==> src/rtl/core/rgbhsv_pkg.sv <==
// Shared constants for the RGB to HSV conversion core.
`timescale 1ns / 1ps

package rgbhsv_pkg;

  localparam int CHANNEL_BITS_DEF = 8;
  localparam int HUE_BITS_DEF     = 16;

endpackage

==> src/rtl/core/rgbhsv_front.sv <==
// Front stage: max/min, delta, sextant offset and divider set-up for one pixel.
`timescale 1ns / 1ps

module rgbhsv_front
  import rgbhsv_pkg::*;
#(
  parameter int CHANNEL_BITS = CHANNEL_BITS_DEF
) (
  input  logic                      clk,
  input  logic                      rst_n,
  input  logic                      up_valid,
  output logic                      up_ready,
  input  logic [CHANNEL_BITS-1:0]   up_red,
  input  logic [CHANNEL_BITS-1:0]   up_green,
  input  logic [CHANNEL_BITS-1:0]   up_blue,
  output logic                      dn_valid,
  input  logic                      dn_ready,
  output logic [CHANNEL_BITS+2:0]   dn_hrem,
  output logic [CHANNEL_BITS+2:0]   dn_turn,
  output logic [CHANNEL_BITS-1:0]   dn_srem,
  output logic [CHANNEL_BITS-1:0]   dn_slo,
  output logic [CHANNEL_BITS-1:0]   dn_max,
  output logic                      dn_grey
);

  localparam int CB = CHANNEL_BITS;
  localparam int TW = CB + 3;
  localparam int NW = CB + 4;

  logic              red_max;
  logic              grn_max;
  logic [CB-1:0]     mx;
  logic [CB-1:0]     mn;
  logic [CB-1:0]     delta;
  logic [TW-1:0]     turn_nxt;
  logic [NW-1:0]     n_raw;
  logic [NW-1:0]     n_fix;
  logic [2*CB-1:0]   snum;

  logic              valid_r;
  logic [TW-1:0]     hrem_r;
  logic [TW-1:0]     turn_r;
  logic [CB-1:0]     srem_r;
  logic [CB-1:0]     slo_r;
  logic [CB-1:0]     max_r;
  logic              grey_r;

  always_comb begin
    red_max = (up_red >= up_green) && (up_red >= up_blue);
    grn_max = !red_max && (up_green >= up_blue);
    if (red_max) begin
      mx = up_red;
    end else if (grn_max) begin
      mx = up_green;
    end else begin
      mx = up_blue;
    end
    if ((up_red <= up_green) && (up_red <= up_blue)) begin
      mn = up_red;
    end else if (up_green <= up_blue) begin
      mn = up_green;
    end else begin
      mn = up_blue;
    end
    delta    = mx - mn;
    turn_nxt = TW'({delta, 2'b00}) + TW'({delta, 1'b0});
    // offset within the turn, before wrapping
    if (red_max) begin
      n_raw = NW'(up_green) - NW'(up_blue);
    end else if (grn_max) begin
      n_raw = NW'({delta, 1'b0}) + NW'(up_blue) - NW'(up_red);
    end else begin
      n_raw = NW'({delta, 2'b00}) + NW'(up_red) - NW'(up_green);
    end
    n_fix = n_raw[NW-1] ? (n_raw + NW'(turn_nxt)) : n_raw;
    snum  = {delta, {CB{1'b0}}} - (2*CB)'(delta);
  end

  assign up_ready = !valid_r || dn_ready;

  always_ff @(posedge clk) begin
    if (!rst_n) begin
      valid_r <= 1'b0;
    end else if (up_ready) begin
      valid_r <= up_valid;
    end
    if (up_ready && up_valid) begin
      hrem_r <= n_fix[TW-1:0];
      turn_r <= turn_nxt;
      srem_r <= snum[2*CB-1:CB];
      slo_r  <= snum[CB-1:0];
      max_r  <= mx;
      grey_r <= (delta == '0);
    end
  end

  assign dn_valid = valid_r;
  assign dn_hrem  = hrem_r;
  assign dn_turn  = turn_r;
  assign dn_srem  = srem_r;
  assign dn_slo   = slo_r;
  assign dn_max   = max_r;
  assign dn_grey  = grey_r;

endmodule

==> src/rtl/core/rgbhsv_cell.sv <==
// Divider cell: one restoring quotient bit for hue and for saturation per stage, as DO_HUE and DO_SAT enable.
`timescale 1ns / 1ps

module rgbhsv_cell
  import rgbhsv_pkg::*;
#(
  parameter int CHANNEL_BITS = CHANNEL_BITS_DEF,
  parameter int HUE_BITS     = HUE_BITS_DEF,
  parameter bit DO_HUE       = 1'b1,
  parameter bit DO_SAT       = 1'b1
) (
  input  logic                      clk,
  input  logic                      rst_n,
  input  logic                      up_valid,
  output logic                      up_ready,
  input  logic [CHANNEL_BITS+2:0]   up_hrem,
  input  logic [CHANNEL_BITS+2:0]   up_turn,
  input  logic [HUE_BITS-1:0]       up_hq,
  input  logic [CHANNEL_BITS-1:0]   up_srem,
  input  logic [CHANNEL_BITS-1:0]   up_slo,
  input  logic [CHANNEL_BITS-1:0]   up_max,
  input  logic [CHANNEL_BITS-1:0]   up_sq,
  input  logic                      up_grey,
  output logic                      dn_valid,
  input  logic                      dn_ready,
  output logic [CHANNEL_BITS+2:0]   dn_hrem,
  output logic [CHANNEL_BITS+2:0]   dn_turn,
  output logic [HUE_BITS-1:0]       dn_hq,
  output logic [CHANNEL_BITS-1:0]   dn_srem,
  output logic [CHANNEL_BITS-1:0]   dn_slo,
  output logic [CHANNEL_BITS-1:0]   dn_max,
  output logic [CHANNEL_BITS-1:0]   dn_sq,
  output logic                      dn_grey
);

  localparam int CB = CHANNEL_BITS;
  localparam int HB = HUE_BITS;
  localparam int TW = CB + 3;

  logic [TW:0]       htrial;
  logic [TW:0]       hdiff;
  logic              hge;
  logic [CB:0]       strial;
  logic [CB:0]       sdiff;
  logic              sge;
  logic [TW-1:0]     hrem_nxt;
  logic [HB-1:0]     hq_nxt;
  logic [CB-1:0]     srem_nxt;
  logic [CB-1:0]     slo_nxt;
  logic [CB-1:0]     sq_nxt;

  logic              valid_r;
  logic [TW-1:0]     hrem_r;
  logic [TW-1:0]     turn_r;
  logic [HB-1:0]     hq_r;
  logic [CB-1:0]     srem_r;
  logic [CB-1:0]     slo_r;
  logic [CB-1:0]     max_r;
  logic [CB-1:0]     sq_r;
  logic              grey_r;

  always_comb begin
    htrial = {up_hrem, 1'b0};
    hge    = (htrial >= {1'b0, up_turn});
    hdiff  = htrial - {1'b0, up_turn};
    strial = {up_srem, up_slo[CB-1]};
    sge    = (strial >= {1'b0, up_max});
    sdiff  = strial - {1'b0, up_max};
    if (DO_HUE) begin
      hrem_nxt = hge ? hdiff[TW-1:0] : htrial[TW-1:0];
      hq_nxt   = {up_hq[HB-2:0], hge};
    end else begin
      hrem_nxt = up_hrem;
      hq_nxt   = up_hq;
    end
    if (DO_SAT) begin
      srem_nxt = sge ? sdiff[CB-1:0] : strial[CB-1:0];
      slo_nxt  = {up_slo[CB-2:0], 1'b0};
      sq_nxt   = {up_sq[CB-2:0], sge};
    end else begin
      srem_nxt = up_srem;
      slo_nxt  = up_slo;
      sq_nxt   = up_sq;
    end
  end

  assign up_ready = !valid_r || dn_ready;

  always_ff @(posedge clk) begin
    if (!rst_n) begin
      valid_r <= 1'b0;
    end else if (up_ready) begin
      valid_r <= up_valid;
    end
    if (up_ready && up_valid) begin
      hrem_r <= hrem_nxt;
      turn_r <= up_turn;
      hq_r   <= hq_nxt;
      srem_r <= srem_nxt;
      slo_r  <= slo_nxt;
      max_r  <= up_max;
      sq_r   <= sq_nxt;
      grey_r <= up_grey;
    end
  end

  assign dn_valid = valid_r;
  assign dn_hrem  = hrem_r;
  assign dn_turn  = turn_r;
  assign dn_hq    = hq_r;
  assign dn_srem  = srem_r;
  assign dn_slo   = slo_r;
  assign dn_max   = max_r;
  assign dn_sq    = sq_r;
  assign dn_grey  = grey_r;

endmodule

==> src/rtl/core/rgb_to_hsv_convert_core.sv <==
// Throughput: one transaction per cycle while out_stall is low; a front stage, then a row of
// divider cells, each cell resolving one hue bit, one saturation bit or both.
// Every stage holds its data under a downstream stall and refills as soon as it empties.
// Reset (rst_n low, synchronous) empties the pipeline; no other state is kept.
`timescale 1ns / 1ps

module rgb_to_hsv_convert_core
  import rgbhsv_pkg::*;
#(
  parameter int CHANNEL_BITS = CHANNEL_BITS_DEF,
  parameter int HUE_BITS     = HUE_BITS_DEF
) (
  input  logic                     clk,
  input  logic                     rst_n,
  input  logic                     in_valid,
  output logic                     in_stall,
  input  logic [CHANNEL_BITS-1:0]  in_red,
  input  logic [CHANNEL_BITS-1:0]  in_green,
  input  logic [CHANNEL_BITS-1:0]  in_blue,
  output logic                     out_valid,
  input  logic                     out_stall,
  output logic [HUE_BITS-1:0]      out_hue,
  output logic [CHANNEL_BITS-1:0]  out_saturation,
  output logic [CHANNEL_BITS-1:0]  out_brightness
);

  localparam int CB    = CHANNEL_BITS;
  localparam int HB    = HUE_BITS;
  localparam int TW    = CB + 3;
  localparam int NSTEP = (HB > CB) ? HB : CB;

  logic              in_ready;
  logic              st_valid [0:NSTEP];
  logic              st_ready [0:NSTEP];
  logic [TW-1:0]     st_hrem  [0:NSTEP];
  logic [TW-1:0]     st_turn  [0:NSTEP];
  logic [HB-1:0]     st_hq    [0:NSTEP];
  logic [CB-1:0]     st_srem  [0:NSTEP];
  logic [CB-1:0]     st_slo   [0:NSTEP];
  logic [CB-1:0]     st_max   [0:NSTEP];
  logic [CB-1:0]     st_sq    [0:NSTEP];
  logic              st_grey  [0:NSTEP];

  rgbhsv_front #(
    .CHANNEL_BITS (CB)
  ) u_front (
    .clk      (clk),
    .rst_n    (rst_n),
    .up_valid (in_valid),
    .up_ready (in_ready),
    .up_red   (in_red),
    .up_green (in_green),
    .up_blue  (in_blue),
    .dn_valid (st_valid[0]),
    .dn_ready (st_ready[0]),
    .dn_hrem  (st_hrem[0]),
    .dn_turn  (st_turn[0]),
    .dn_srem  (st_srem[0]),
    .dn_slo   (st_slo[0]),
    .dn_max   (st_max[0]),
    .dn_grey  (st_grey[0])
  );

  assign st_hq[0] = '0;
  assign st_sq[0] = '0;

  for (genvar i = 0; i < NSTEP; i++) begin : g_cell
    rgbhsv_cell #(
      .CHANNEL_BITS (CB),
      .HUE_BITS     (HB),
      .DO_HUE       (i >= NSTEP - HB),
      .DO_SAT       (i >= NSTEP - CB)
    ) u_cell (
      .clk      (clk),
      .rst_n    (rst_n),
      .up_valid (st_valid[i]),
      .up_ready (st_ready[i]),
      .up_hrem  (st_hrem[i]),
      .up_turn  (st_turn[i]),
      .up_hq    (st_hq[i]),
      .up_srem  (st_srem[i]),
      .up_slo   (st_slo[i]),
      .up_max   (st_max[i]),
      .up_sq    (st_sq[i]),
      .up_grey  (st_grey[i]),
      .dn_valid (st_valid[i+1]),
      .dn_ready (st_ready[i+1]),
      .dn_hrem  (st_hrem[i+1]),
      .dn_turn  (st_turn[i+1]),
      .dn_hq    (st_hq[i+1]),
      .dn_srem  (st_srem[i+1]),
      .dn_slo   (st_slo[i+1]),
      .dn_max   (st_max[i+1]),
      .dn_sq    (st_sq[i+1]),
      .dn_grey  (st_grey[i+1])
    );
  end

  assign st_ready[NSTEP] = !out_stall;
  assign in_stall        = !in_ready;

  // grey and black pixels: hue and saturation forced to zero
  assign out_valid      = st_valid[NSTEP];
  assign out_hue        = st_grey[NSTEP] ? '0 : st_hq[NSTEP];
  assign out_saturation = st_grey[NSTEP] ? '0 : st_sq[NSTEP];
  assign out_brightness = st_max[NSTEP];

endmodule

==> config.mk <==
export PLATFORM = sky130hd
export DESIGN_NAME = rgb_to_hsv_convert_core
export DESIGN_NICKNAME = d
export VERILOG_FILES = /design/src/rtl/core/rgbhsv_pkg.sv /design/src/rtl/core/rgbhsv_front.sv /design/src/rtl/core/rgbhsv_cell.sv /design/src/rtl/core/rgb_to_hsv_convert_core.sv
export SDC_FILE = /design/constraint.sdc
export NUM_CORES = 1
export LEC_CHECK = 0
export BUFFER_PORTS_ARGS = -buffer_cell sky130_fd_sc_hd__buf_4
export CORE_ASPECT_RATIO = 1.25
export CORE_MARGIN = 1.5
export CORE_UTILIZATION = 66
export CTS_BUF_LIST = sky130_fd_sc_hd__clkbuf_4
export CTS_CLUSTER_SIZE = 30
export DETAILED_ROUTE_END_ITERATION = 8
export GPL_ROUTABILITY_DRIVEN = 0
export HOLD_SLACK_MARGIN = 0.12
export PLACE_DENSITY = 0.83
export REMOVE_ABC_BUFFERS = 1
export SLEW_MARGIN = 25
export SYNTH_ARGS = -nofsm -noshare
export SYNTH_HDL_FRONTEND = slang
export SYNTH_HIERARCHICAL = 1
export SYNTH_SLANG_ARGS = --single-unit
==> constraint.sdc <==
create_clock -name clk -period 8 [get_ports clk]
set_input_delay 0 -clock clk [delete_from_list [all_inputs] [get_ports clk]]
set_output_delay 0 -clock clk [all_outputs]
set_load 0.005 [all_outputs]
* After elaboration in Yosys (flattened, before gate mapping)
Index checks and enable logic that the tools add are counted.
** Word-level totals
- Input bits :: 28
- Register bits after elaboration :: 922
- Output and inout bits :: 34
- Logic and storage cells :: 304
** Cells by class
- $add $sub $neg :: 31
- Reduce and logical (&&, ||, !) cells :: 58
- Mux-type cells :: 31
- Magnitude comparators :: 30
** Operator list (number)
- $ge 12x11->1 :: 16
- $mux 11 :: 16
- $sub 11x11->11 :: 15
- $mux 8 :: 12
- $ge 9x8->1 :: 8
- $sub 8x8->8 :: 8
- $ge 8x8->1 :: 3
- $le 8x8->1 :: 3
- $mux 12 :: 2
- $sub 12x8->12 :: 2
- $logic_and 1x1->1 :: 20
- $logic_not 1->1 :: 20
- $logic_or 1x1->1 :: 17
- $mux 16 :: 1
- $sub 16x8->16 :: 1
- $add 10x8->11 :: 1
- $add 10x9->11 :: 1
- $add 11x11->11 :: 1
- $add 9x8->10 :: 1
- $sub 8x8->9 :: 1
- $logic_not 8->1 :: 1

* Depth between registers and ports, before layout
- Depth after elaboration :: 19
- Mapped depth :: 36
- Gate-level depth less buffers :: 35

* Cells and area by module
The synthesis kept the hierarchy.
** Modules (own cells, without submodules)
- rgbhsv_cell at g_cell[0].u_cell ... :: area an instance 2917.8 sq um, cells an instance 175, times used 8, sequential area each 2152.1 sq um
- rgbhsv_cell at g_cell[12].u_cell ... :: area an instance 3308.2 sq um, cells an instance 241, times used 6, sequential area each 2122.0 sq um
- rgbhsv_cell at g_cell[10].u_cell ... :: area an instance 3258.1 sq um, cells an instance 228, times used 2, sequential area each 2122.0 sq um
- rgbhsv_front :: area an instance 5192.5 sq um, cells an instance 551, times used 1, sequential area each 1341.3 sq um
- rgb_to_hsv_convert_core :: area an instance 224.0 sq um, cells an instance 29, times used 1, sequential area each 0.0 sq um

* Least setup slack after synthesis
No wires, ideal clock.
- Path type :: input -> register
- From :: in in_blue[3]
- To :: reg u_front.hrem_r[10], in the netlist u_front/dn_hrem[10], data pin
- Data required time :: 7.831 ns
- Path slack :: 1.134 ns
- Library setup time :: 0.169 ns
- Arrival :: 6.696 ns
- Stages :: 34
- Buffers on the path :: 1
- Cells stage by stage :: inv_1 -> ha_1 -> a21o_1 -> a21oi_1 -> and2_1 -> a21oi_1 -> nor2_2 -> clkbuf_1 -> mux2i_1 -> o21a_1 -> ha_1 -> inv_1 -> fa_1 -> xor2_1 -> fa_1 -> ha_1 -> a21oi_1 -> nor2_1 -> nor2_1 -> o21bai_1 -> a21oi_1 -> xnor2_1 -> nor2_1 -> a211oi_1 -> a21oi_1 -> ha_1 -> a21oi_1 -> o21ai_0 -> a21o_1 -> a21oi_1 -> xnor2_1 -> nand3_1 -> mux2_1 -> o31ai_1
** Between the ends
- Cells in the longest elaborated chain, start to end :: 13
- Elaborated cells between the ends (all ways) :: 23
- Those cells by class :: add/sub (8); order compare (4); mux (7); reduce/logical (4)
** Ends and longest elaborated chain
- from (decl) :: line rgb_to_hsv_convert_core.sv:19 : input logic [CHANNEL_BITS-1:0] in_blue,
- $ge 8x8->1 :: line rgbhsv_front.sv:49 : red_max = (up_red >= up_green) && (up_red >= up_blue);
- $logic_and 1x1->1 :: line rgbhsv_front.sv:49
- $logic_not 1->1 :: line rgbhsv_front.sv:50 : grn_max = !red_max && (up_green >= up_blue);
- $logic_and 1x1->1 :: line rgbhsv_front.sv:50
- $mux 8 :: line rgbhsv_front.sv:53 : end else if (grn_max) begin
- $mux 8 :: line rgbhsv_front.sv:51 : if (red_max) begin
- $sub 8x8->8 :: line rgbhsv_front.sv:65 : delta = mx - mn;
- $add 10x8->11 or $add 9x8->10 (tied branches) :: line rgbhsv_front.sv:73, rgbhsv_front.sv:71
- $sub 12x8->12, on equally long branches :: line rgbhsv_front.sv:73, rgbhsv_front.sv:71
- $mux 12 :: line rgbhsv_front.sv:70 : end else if (grn_max) begin
- $mux 12 :: line rgbhsv_front.sv:68 : if (red_max) begin
- $add 11x11->11 :: line rgbhsv_front.sv:75 : n_fix = n_raw[NW-1] ? (n_raw + NW'(turn_nxt)) : n_raw;
- $mux 11 (*) :: line rgbhsv_front.sv:75
- net u_front.n_fix[10] :: line rgbhsv_front.sv:37 : logic [NW-1:0] n_fix;
- to (signal assigned) :: line rgbhsv_front.sv:88 : hrem_r <= n_fix[TW-1:0];
- to (decl) :: line rgbhsv_front.sv:41 : logic [TW-1:0] hrem_r;
The timed path passes the listed nets; every way through them passes the cells marked *.
A chain may end at the register's enable or synchronous reset.

* Worst setup path after layout
- From :: in in_red[7]
- To :: reg u_front.hrem_r[10], in the netlist u_front/dn_hrem[10], data pin
** Between the ends
- Cells in the longest elaborated chain, start to end :: 13
- Elaborated cells between the ends (all ways) :: 21
- Those cells by class :: add/sub (7); order compare (4); mux (6); reduce/logical (4)
** Ends and longest elaborated chain
- from (decl) :: line rgb_to_hsv_convert_core.sv:17 : input logic [CHANNEL_BITS-1:0] in_red,
- $ge 8x8->1 :: line rgbhsv_front.sv:49
- $logic_and 1x1->1 :: line rgbhsv_front.sv:49
- $logic_not 1->1 :: line rgbhsv_front.sv:50
- $logic_and 1x1->1 :: line rgbhsv_front.sv:50
- $mux 8 :: line rgbhsv_front.sv:53
- $mux 8 :: line rgbhsv_front.sv:51
- $sub 8x8->8 :: line rgbhsv_front.sv:65
- $add 10x8->11 or $add 9x8->10 (tied branches) :: line rgbhsv_front.sv:73, rgbhsv_front.sv:71
- $sub 12x8->12, on equally long branches :: line rgbhsv_front.sv:73, rgbhsv_front.sv:71
- $mux 12 :: line rgbhsv_front.sv:70
- $mux 12 :: line rgbhsv_front.sv:68
- $add 11x11->11 :: line rgbhsv_front.sv:75
- $mux 11 (*) :: line rgbhsv_front.sv:75
- net u_front.n_fix[10] :: line rgbhsv_front.sv:37
Marks and branches as above.

==> impl_metrics.yaml <==
critical_path:
  r2r_start: "g_cell[15].u_cell/dn_valid$_SDFFE_PN0N_"
  cpMaxStageDelayCell: "dlygate4sd3_1"
  crit_path_max_fanout: 7
  cp-endpoint: "u_front/dn_hrem[10]$_DFFE_PP_"
  endpoint_kind: "flip-flop"
  reg2reg_to: "u_front/dn_valid$_SDFFE_PN0N_"
  worstSetupPathType: "in2reg"
  reg2reg_setup_slack_ns: 3.46
  r2r_cells: 19
  crit_start: "in_red[7]"
  cp.arrival_ns: 8.68
  cpMostUsedCell: "dlygate4sd3_1"
  crit_required_ns: 8.86
  crit_path_max_incr_delay_ns: 0.60
  worstSetupStartpointType: "primary input"
global_routing:
  grt_pass1_vias: 30200
  use_met3: 0.0541
  busiest_layer: "met2"
  grt_pass1_wl_mm: 144
  grt_max_degree: 63
  gr-usage-met2: 0.494
  gr-usage-met1: 0.227
  grt_remaining_overflow: 0
  antenna_found_initial: 4
  grt_util_all_layers: 0.254
timing:
  drv_slew: 0
  skew_ns: 0.0916
  min_period_ns: 7.81
  slew_headroom: 0.363
  tns_ns: 0
  fmax_mhz: 128
  setup_violations: 0
  finalHoldViolCount: 0
  period_share: 0.977
  tightest_slew_ns: 0.952
die:
  dieWidth_um: 240
  io_pins: 62
  fp.coreArea_um2: 69500
  rows: 108
  start_util: 0.666
  fp.dieArea_um2: 71700
  die-height_um: 299
pwr:
  finalPower_uw: 13400
  power_density_nw_per_um2: 261
  peakVddDrop_mv: 1.18
  p_leak_uw: 0.0197
placement:
  dpl.hpwl_mm: 62.3
  port_buffers: 61
finish:
  fillers: 4291
  multi_input_area_um2: 17100
  layout.area.seq_um2: 27400
  areaGrowthSynthToFinish_pct: 10.9
  final_nets: 4218
  drive_gt1_frac: 0.171
  final_util: 0.739
routing:
  drc_errors: 0
  ant_nets: 0
  drtPass1Iterations: 6
  vias: 28800
  post_drt_via_cell_ratio: 5.86
  wl_per_cell_um: 18.3
  drt_iter0_markers: 1617
  wl_mm: 90.3
hold_path:
  hp-class: "in2reg"
  worstHoldStart: "rst_n"
clocking:
  clock_path_buffers: 3
  cts_buffers: 208
  clkSinkCount: 919
  h-tree-depth: 4
  cts.clk_slew.worst_paths_ns: 0.07
  root_buffer: "clkbuf_4"
  clkLatencyLatePin_ns: 1.07
  cts_tree: "built"
outcome:
  status: "finished clean"
logic_synthesis:
  synth.avg_cell_area_um2: 13.2
  ys_warn_count: 6
  synth_cells: 3499
  syn_area_um2: 46300
flow_run:
  drv_cap: 0
## layer usage
layer / vias up / wire (um)
li1: 13700 / -
met1: 13800 / 29900
met2: 964 / 50200
met3: 405 / 4250
met4: 0 / 6000
met5: - / 0
## cell type report
class                   instances  area share
flip-flops and latches        919       0.534
clock buffers                 312      0.0456
repair buffers                159      0.0267
well taps                     935      0.0228
multi-input cells            2151       0.334
inverters                     384      0.0285
clock inverters                54     0.00794
diodes                          6    0.000292
## flip-flops by register name, summed over array words and instances, names as in the netlist, 11 cells and up
register,cells
g_cell.u_cell/dn_turn,165
g_cell.u_cell/dn_hrem,165
g_cell.u_cell/dn_valid,16
g_cell.u_cell/dn_srem,120
g_cell.u_cell/dn_sq,36
g_cell.u_cell/dn_max,128
g_cell.u_cell/dn_slo,92
g_cell.u_cell/dn_grey,16
g_cell.u_cell/dn_hq,136
u_front/dn_hrem,11
## power breakdown
part | switching, uW | internal (uW)
logic | 2200 | 1750
clock network | 1800 | 1970
registers | 99.0 | 5580
## cell usage in the layout (no fill, tap or decap), types with 34 or more instances in the layout
master / count
edfxtp_1: 902
inv_1: 375
ha_1: 323
clkbuf_4: 312
a21oi_1: 241
nor2_1: 231
nand2_1: 120
o21ai_0: 109
xnor2_1: 107
buf_4: 88
dlygate4sd3_1: 70
nand2b_1: 55
mux2_2: 54
a21boi_0: 52
nor2b_1: 49
o21a_1: 49
nand3_1: 46
mux2_4: 45
nor3_1: 41
fa_1: 41
xor2_1: 39
clkinv_1: 34
## stage by stage
step,cell area (um2),setup slack (ns),std cells,hold WS (ns)
finish,51300,0.185,4920,0.403
global route,51300,-0.0702,4920,0.327
CTS,51200,0.151,4906,0.263
detailed placement,47800,0.729,4471,0.280
global placement,47800,0.935,4471,0.282
floorplan,46000,1.03,3454,0.139
## how the worst min path moves through the flow
stage	endpoint	cells past startpoint
detailed placement	u_front/dn_valid$_SDFFE_PN0N_	3
global placement	u_front/dn_valid$_SDFFE_PN0N_	3
global route	u_front/dn_valid$_SDFFE_PN0N_	4
finish	u_front/dn_valid$_SDFFE_PN0N_	4
CTS	u_front/dn_valid$_SDFFE_PN0N_	4
floorplan	u_front/dn_valid$_SDFFE_PN0N_	2
## worst max-delay path, delay by kind of cell
family / cells / cell delay (ns)
buffers and inverters: 8 / 3.36
adders and majority gates: 6 / 2.34
AOI/OAI and AO/OA: 11 / 1.65
and+or+nand+nor: 6 / 0.67
muxes: 1 / 0.34
xor gates and xnor gates: 2 / 0.32
## what timing repair did
item	in CTS	in global routing
hold buffers	69	1
resized for setup	0	14
hold endpoints to repair	128	28
setup endpoints to repair	0	1
buffers inserted	0	7
(Power assumes the default switching activity.)
